[src/bmp_pkg.sv]
// bmp_pkg: shared types and constants of the bad pixel mask painter
// field widths of the stream payload, action codes, column split status
// no dependencies
package bmp_pkg;

  localparam int ACTION_W    = 2;
  localparam int COORD_W     = 9;
  localparam int TIME_W      = 64;
  localparam int WSEL_W      = 3;
  localparam int OUT_WORD_W  = 64;
  localparam int S_TDATA_W   = 168;
  localparam int M_TDATA_W   = 80;

  // fixed-point reciprocal shift used to split a pixel index into word and bit
  localparam int RECIP_SHIFT = 16;

  typedef enum logic [ACTION_W-1:0] {
    ACT_CLEAR = 2'd0,
    ACT_APPLY = 2'd1,
    ACT_READ  = 2'd2,
    ACT_NOP   = 2'd3
  } action_t;

  typedef struct packed {
    logic done;
    logic spill;
  } span_stat_t;

endpackage

[src/bmp_col_split.sv]
// bmp_col_split: splits the first 0-based pixel column of a span into a
// word index and bit masks for up to two neighboring words, three stages
// depends on bmp_pkg
module bmp_col_split
  import bmp_pkg::*;
#(
  parameter int WORD_BITS = 64,
  parameter int WIW       = 3
) (
  input  logic                 clk,
  input  logic                 rst,
  input  logic                 start,
  input  logic [COORD_W-1:0]   p0,
  input  logic [1:0]           n,
  output span_stat_t           stat,
  output logic [WIW-1:0]       word_idx,
  output logic [WORD_BITS-1:0] mask0,
  output logic [WORD_BITS-1:0] mask1
);

  localparam int RECIP  = (1 << RECIP_SHIFT) / WORD_BITS;
  localparam int RCP_W  = $clog2(RECIP + 1);
  localparam int PROD_W = COORD_W + RCP_W;
  localparam int BW     = $clog2(WORD_BITS);
  localparam int LIM_W  = BW + 2;

  logic               v1, v2;
  logic [COORD_W-1:0] p1;
  logic [1:0]         n1, n2;
  logic [PROD_W-1:0]  prod1;
  logic [COORD_W-1:0] q2;
  logic [BW-1:0]      b2;

  logic [COORD_W-1:0]   q0, qwb, r0;
  logic                 corr;
  logic [LIM_W-1:0]     lim;
  logic [WORD_BITS-1:0] m0_next, m1_next;

  // estimate may be one short, fixed by one compare and subtract
  always_comb begin
    q0   = COORD_W'(prod1 >> RECIP_SHIFT);
    qwb  = COORD_W'(q0 * COORD_W'(WORD_BITS));
    r0   = p1 - qwb;
    corr = (r0 >= COORD_W'(WORD_BITS));
  end

  always_comb begin
    lim = LIM_W'(b2) + LIM_W'(n2);
    for (int i = 0; i < WORD_BITS; i++) begin
      m0_next[i] = (i >= int'(b2)) && (i < int'(lim));
      m1_next[i] = (i + WORD_BITS < int'(lim));
    end
  end

  always_ff @(posedge clk) begin
    if (rst) begin
      v1        <= 1'b0;
      v2        <= 1'b0;
      stat.done <= 1'b0;
    end else begin
      v1        <= start;
      v2        <= v1;
      stat.done <= v2;
    end
    if (start) begin
      p1    <= p0;
      n1    <= n;
      prod1 <= PROD_W'(p0) * PROD_W'(RECIP);
    end
    if (v1) begin
      q2 <= corr ? q0 + COORD_W'(1) : q0;
      b2 <= corr ? BW'(r0 - COORD_W'(WORD_BITS)) : BW'(r0);
      n2 <= n1;
    end
    if (v2) begin
      word_idx   <= WIW'(q2);
      mask0      <= m0_next;
      mask1      <= m1_next;
      stat.spill <= |m1_next;
    end
  end

endmodule

[config.mk]
export PLATFORM = sky130hd
export DESIGN_NAME = bmp_col_split
export DESIGN_NICKNAME = d
export VERILOG_FILES = /design/src/bmp_pkg.sv /design/src/bmp_col_split.sv
export SDC_FILE = /design/constraint.sdc
export NUM_CORES = 1
export LEC_CHECK = 0
export BUFFER_PORTS_ARGS = -buffer_cell sky130_fd_sc_hd__buf_2
export CAP_MARGIN = 25
export CORE_ASPECT_RATIO = 2
export CORE_MARGIN = 1
export CORE_UTILIZATION = 40
export CTS_CLUSTER_DIAMETER = 80
export CTS_CLUSTER_SIZE = 40
export DETAILED_ROUTE_END_ITERATION = 8
export PLACE_DENSITY_LB_ADDON = 0.1
export SYNTH_ARGS = -nofsm -noshare
export SYNTH_HDL_FRONTEND = slang
export SYNTH_SLANG_ARGS = --single-unit
[constraint.sdc]
create_clock -name clk -period 9.7 [get_ports clk]
set_input_delay 0.97 -clock clk [delete_from_list [all_inputs] [get_ports clk]]
set_output_delay 0.97 -clock clk [all_outputs]
set_load 0.005 [all_outputs]
==> results.sh, run 1 <==
export IMPL_viasPerCell=5.13
export IMPL_post_cts_buffers=0
export IMPL_post_cts_resized=0
export IMPL_synth_ff_type="edfxtp_1"
export IMPL_hold_buffers=0
export IMPL_die_x_um=90.3
export IMPL_dieArea_sq_um=16100
export IMPL_routed_wl_mm=15.5
export IMPL_die_y_um=179
export IMPL_path_clk_slew_ns=0.06
export IMPL_layout_min_cycle_time_ns=3.23
export IMPL_grt_pass1_vias=4110
export IMPL_dp_hpwl_mm=11.3
export IMPL_nFillCells=1365
export IMPL_cts_path_max_buffers=2
export IMPL_slew_viol_final=0
export IMPL_htreeDepth=4
export IMPL_first_iter_violations=188
export IMPL_antenna_found_initial=0
export IMPL_cts_num_sinks=156
export IMPL_end_kind="flip-flop"
export IMPL_grt_pass1_wl_mm=23.2
export IMPL_p_leak_nw=3.60
export IMPL_netlist_area_sq_um=6240
export IMPL_gp_congestion=0.897
export IMPL_status="completed"
export IMPL_n_antenna_cell=0
export IMPL_rsz0062_at_grt="false"
export IMPL_skew_ns=0.0111
export IMPL_initial_core_util_pct=40.8
export IMPL_cts_tree="yes"
export IMPL_overflow=0
export IMPL_cp_required_ns=9.82
export IMPL_cap_violations=0
export IMPL_hold_class="flip-flop to flip-flop"
export IMPL_irDropWorstVdd_v=0.000108
export IMPL_drtAntennaViolNets=0
export IMPL_synthArstFlopShare_pct=0
export IMPL_area_growth_pct=24.5
export IMPL_setup_viol=0
export IMPL_crit_path_start_kind="flip-flop"
export IMPL_avgSynthCellArea_sq_um=14.6
export IMPL_row_count=64
export IMPL_grt_total_usage_pct=19.9
export IMPL_crit_arrival_ns=3.35
export IMPL_slew_headroom_pct=31.8
export IMPL_dr_pass1_iters=4
export IMPL_wl_per_cell_um=19.3
export IMPL_worst_slew_pin_slew_ns=1.02
export IMPL_cts_root_buffer="clkbuf_16"
export IMPL_synth_seq_area_share_pct=74.6
export IMPL_syn_instance_count=427
export IMPL_io_pins=147
export IMPL_synth_seq_cells=156
export IMPL_critPathKind="flip-flop to flip-flop"
export IMPL_ys_types=51
export IMPL_tns_ns=0
export IMPL_final_nets=607
export IMPL_power_density_nw_per_um2=200
export IMPL_cp_max_fo=8
export IMPL_coreArea_sq_um=15300
export IMPL_clk_latency_ns=0.42
export IMPL_io_buffer_count=145
export IMPL_synth_edf_count=153
export IMPL_final_common_cell="edfxtp_1"
export IMPL_cts_made_buffers=17
export IMPL_vias=4103
export IMPL_grt_start_max_net_pins=69
export IMPL_power_mw=1.56
export IMPL_synth_warnings=0
export IMPL_fmax_mhz=310
export IMPL_drive_above_1_share_pct=33.1
export IMPL_min_period_over_period_pct=33.3
export IMPL_final_hold_violation_count=0
export IMPL_remaining_drc_errors=0
export IMPL_mostFrequentLayoutCells="153 x edfxtp_1, 145 x buf_2, 43 x inv_1"
-- state kept, by name (all words and copies together) (netlist names) --
signal and flops:
n1 2, stat 2, mask0 64, b2 6, n2 2, v1 1, v2 1, word_idx 3
q2 3, p1 9, mask1 63
-- metrics by stage --
step | cell area, sq um | hold slack (ns) | util [%] | setup slack (ns) | instances
CTS | 7760 | 0.420 | 50.8 | 6.53 | 800
global placement | 7190 | 0.403 | 47.0 | 6.57 | 769
floorplan | 6310 | 0.400 | - | 6.05 | 447
finish | 7760 | 0.419 | 50.8 | 6.47 | 800
detailed placement | 7190 | 0.406 | 47.0 | 6.54 | 769
global route | 7760 | 0.428 | 50.8 | 6.25 | 800
-- final timing paths --
path / slack [ns] / to / start / cells after the start
max: 6.47 / mask0[40] / b2[0] / 6
min: 0.42 / b2[0] / p1[0] / 0
max reg2reg: 6.47 / mask0[40] / b2[0] / 6
min reg2reg: 0.42 / b2[0] / p1[0] / 0
-- cells in the mapped netlist, drive strengths merged (3+ instances only) --
| cell type | count | share of area (%) |
|---|---|---|
| nand2b | 4 | 0.40 |
| clkbuf | 11 | 0.66 |
| or3 | 4 | 0.48 |
| buf | 14 | 1.5 |
| a221oi | 19 | 2.7 |
| nand3 | 8 | 0.72 |
| o21a | 6 | 0.74 |
| dfxtp | 3 | 0.96 |
| xnor2 | 3 | 0.66 |
| a211oi | 14 | 1.7 |
| or2 | 5 | 0.50 |
| and2 | 7 | 0.76 |
| edfxtp | 153 | 74 |
| nor2 | 27 | 1.6 |
| nor2b | 8 | 0.84 |
| nand2 | 24 | 1.4 |
| a31oi | 3 | 0.30 |
| a311oi | 6 | 1.0 |
| and3 | 4 | 0.50 |
| o21ai | 12 | 0.96 |
| nor3 | 17 | 1.6 |
| a21oi | 18 | 1.4 |
| inv | 43 | 2.6 |
-- layer usage --
metal	part of all wire [%]	global-route usage [%]	up-vias
li1	-	-	1893
met2	58	38.0	190
met3	4.8	4.09	34
met5	0	0	-
met1	34	19.1	1986
met4	4.0	12.6	0
-- critical path: stages, from the launching register on --
cell      delay, ns
edfxtp_1       0.49
ha_1           0.29
fa_1           0.53
xnor2_1        0.59
nand2b_1       0.20
nor2_1         0.64
a311oi_2       0.19
-- logic make-up (layout without fill, tap and decap cells) --
| group | Yosys count | in the layout | share of synthesized area [%] |
|---|---|---|---|
| adders and majority gates | 3 | 3 | 0.722 |
| AOI/OAI and AO/OA | 86 | 86 | 9.89 |
| buffers and inverters | 68 | 223 | 4.79 |
| and+or+nand+nor | 109 | 109 | 8.99 |
| xor gates and xnor gates | 4 | 4 | 0.923 |
| other | 1 | 21 | 0.0601 |
| DFF | 156 | 156 | 74.6 |
-- power by group --
part,total (mW),internal [mW],switching [mW]
clock network,0.642,0.398,0.244
logic,0.138,0.0389,0.0986
registers,0.776,0.761,0.0145
total,1.56,1.20,0.357
-- final cells by class --
class | count | area [sq um] | area share (%)
Sequential cell | 156 | 4660 | 60.0
Tap cell | 198 | 248 | 3.19
Clock buffer | 17 | 425 | 5.48
Timing Repair Buffer | 149 | 756 | 9.73
Inverter | 43 | 161 | 2.08
Clock inverter | 14 | 154 | 1.98
Multi-Input combinational cell | 223 | 1360 | 17.5
Power figures use the tool's default switching activity.
==> run 2: changes to the inputs <==
- clock period: 9.7 -> 3.04 ns (I/O delays scaled with it)
==> results.sh, run 2 (same netlist as run 1, synthesis figures left out) <==
export IMPL_area_growth_pct=28.3
export IMPL_die_x_um=90.3
export IMPL_fmax_mhz=333
export IMPL_wl_per_cell_um=18.5
export IMPL_grt_start_max_net_pins=51
export IMPL_clk_latency_ns=0.42
export IMPL_coreArea_sq_um=15300
export IMPL_cap_violations=0
export IMPL_final_hold_violation_count=0
export IMPL_nFillCells=1377
export IMPL_switching_share_pct=23.5
export IMPL_seqPwrFrac_pct=48.4
export IMPL_setup_viol=0
export IMPL_remaining_drc_errors=0
export IMPL_cts_path_max_buffers=2
export IMPL_grt_pass1_vias=4069
export IMPL_viasPerCell=5.03
export IMPL_p_leak_nw=3.74
export IMPL_first_iter_violations=298
export IMPL_min_period_over_period_pct=98.8
export IMPL_io_pins=147
export IMPL_mostFrequentLayoutCells="153 x edfxtp_1, 145 x buf_2, 43 x inv_1"
export IMPL_p_int_mw=3.88
export IMPL_dp_hpwl_mm=11.3
export IMPL_power_mw=5.08
export IMPL_antenna_found_initial=0
export IMPL_worst_slew_pin_slew_ns=0.630
export IMPL_crit_arrival_ns=3.15
export IMPL_dieArea_sq_um=16100
export IMPL_io_buffer_count=145
export IMPL_irDropWorstVdd_v=0.000420
export IMPL_rsz0062_at_grt="false"
export IMPL_vias=4158
export IMPL_end_kind="flip-flop"
export IMPL_layout_min_cycle_time_ns=3.00
export IMPL_power_density_nw_per_um2=634
export IMPL_slew_viol_final=0
export IMPL_multi_input_area_sq_um=1360
export IMPL_post_cts_resized=0
export IMPL_cts_tree="yes"
export IMPL_cts_root_buffer="clkbuf_16"
export IMPL_post_cts_buffers=0
export IMPL_power_switching_mw=1.19
export IMPL_largest_reg_flops=64
export IMPL_gp_congestion=0.912
export IMPL_cts_num_sinks=156
export IMPL_reg_top3="mask0 x64, mask1 x63, p1 x9"
export IMPL_regMostFlops="mask0"
export IMPL_p_comb_share_pct=9.9
export IMPL_dr_pass1_iters=6
export IMPL_slew_headroom_pct=58.0
export IMPL_tns_ns=0
export IMPL_seq_area_sq_um=4660
export IMPL_cp_required_ns=3.19
export IMPL_hold_class="input port to flip-flop"
export IMPL_drtAntennaViolNets=0
export IMPL_grt_pass1_wl_mm=22.7
export IMPL_skew_ns=0.00760
export IMPL_status="completed"
export IMPL_die_y_um=179
export IMPL_path_clk_slew_ns=0.06
export IMPL_drive_above_1_share_pct=36.0
export IMPL_row_count=64
export IMPL_clkPwrFrac_pct=41.7
export IMPL_critPathKind="flip-flop to flip-flop"
export IMPL_htreeDepth=4
export IMPL_grt_total_usage_pct=19.5
export IMPL_crit_path_start_kind="flip-flop"
export IMPL_final_nets=633
export IMPL_cts_made_buffers=17
export IMPL_cp_max_fo=6
export IMPL_n_antenna_cell=0
export IMPL_final_common_cell="edfxtp_1"
export IMPL_overflow=0
export IMPL_routed_wl_mm=15.3
export IMPL_hold_buffers=0
export IMPL_initial_core_util_pct=40.8
run 2: final cells by class:
class	count	share of cell area, %
flip-flops and latches	156	58.2
multi-input cells	223	17.0
repair buffers	175	12.2
clock buffers	17	5.32
well taps	198	3.10
clock inverters	14	2.11
inverters	43	2.02
run 2: power by group through the flow:
stage / clock [mW] / sequential [mW] / combinational, mW
floorplan: 0 / 2.51 / 0.281
global placement: 0 / 2.50 / 0.495
detailed placement: 0 / 2.50 / 0.491
CTS: 2.16 / 2.46 / 0.493
global route: 2.25 / 2.46 / 0.536
finish: 2.11 / 2.46 / 0.503
run 2: metrics by stage:
step / setup WS, ns / instances / hold WS, ns / cell area [sq um] / util, %
global placement: 0.177 / 795 / 0.401 / 7410 / 48.4
CTS: 0.130 / 826 / 0.0368 / 8000 / 52.3
finish: 0.0373 / 826 / 0.0539 / 8000 / 52.3
global route: 0.0173 / 826 / 0.0337 / 8000 / 52.3
detailed placement: 0.144 / 795 / 0.405 / 7410 / 48.4
floorplan: 0.549 / 447 / 0.368 / 6310 / -
run 2: path summary, 6_finish.rpt:
check             depth (start not counted)  slack [ns]   endpoint  startpoint
setup / recovery                          7        0.04  mask0[61]       b2[0]
hold / removal                            2        0.05         v2         rst
setup reg to reg                          7        0.04  mask0[61]       b2[0]
hold reg to reg                           0        0.42      b2[0]       p1[0]
run 2: layer usage:
metal  vias to the layer above  GRT usage [%]  routed length [um]
met5                         -              0                   0
met4                         0           14.1                 872
met3                        46           4.13                 798
met2                       207           35.7                8330
met1                      1957           19.2                5270
li1                       1948              -                   -
run 2: critical path, cell delays in order (launching register included):
cell,delay (ns)
edfxtp_1,0.47
ha_1,0.29
fa_1,0.45
and3_2,0.30
xnor2_2,0.31
and2_1,0.25
nand3_1,0.11
a221oi_1,0.55
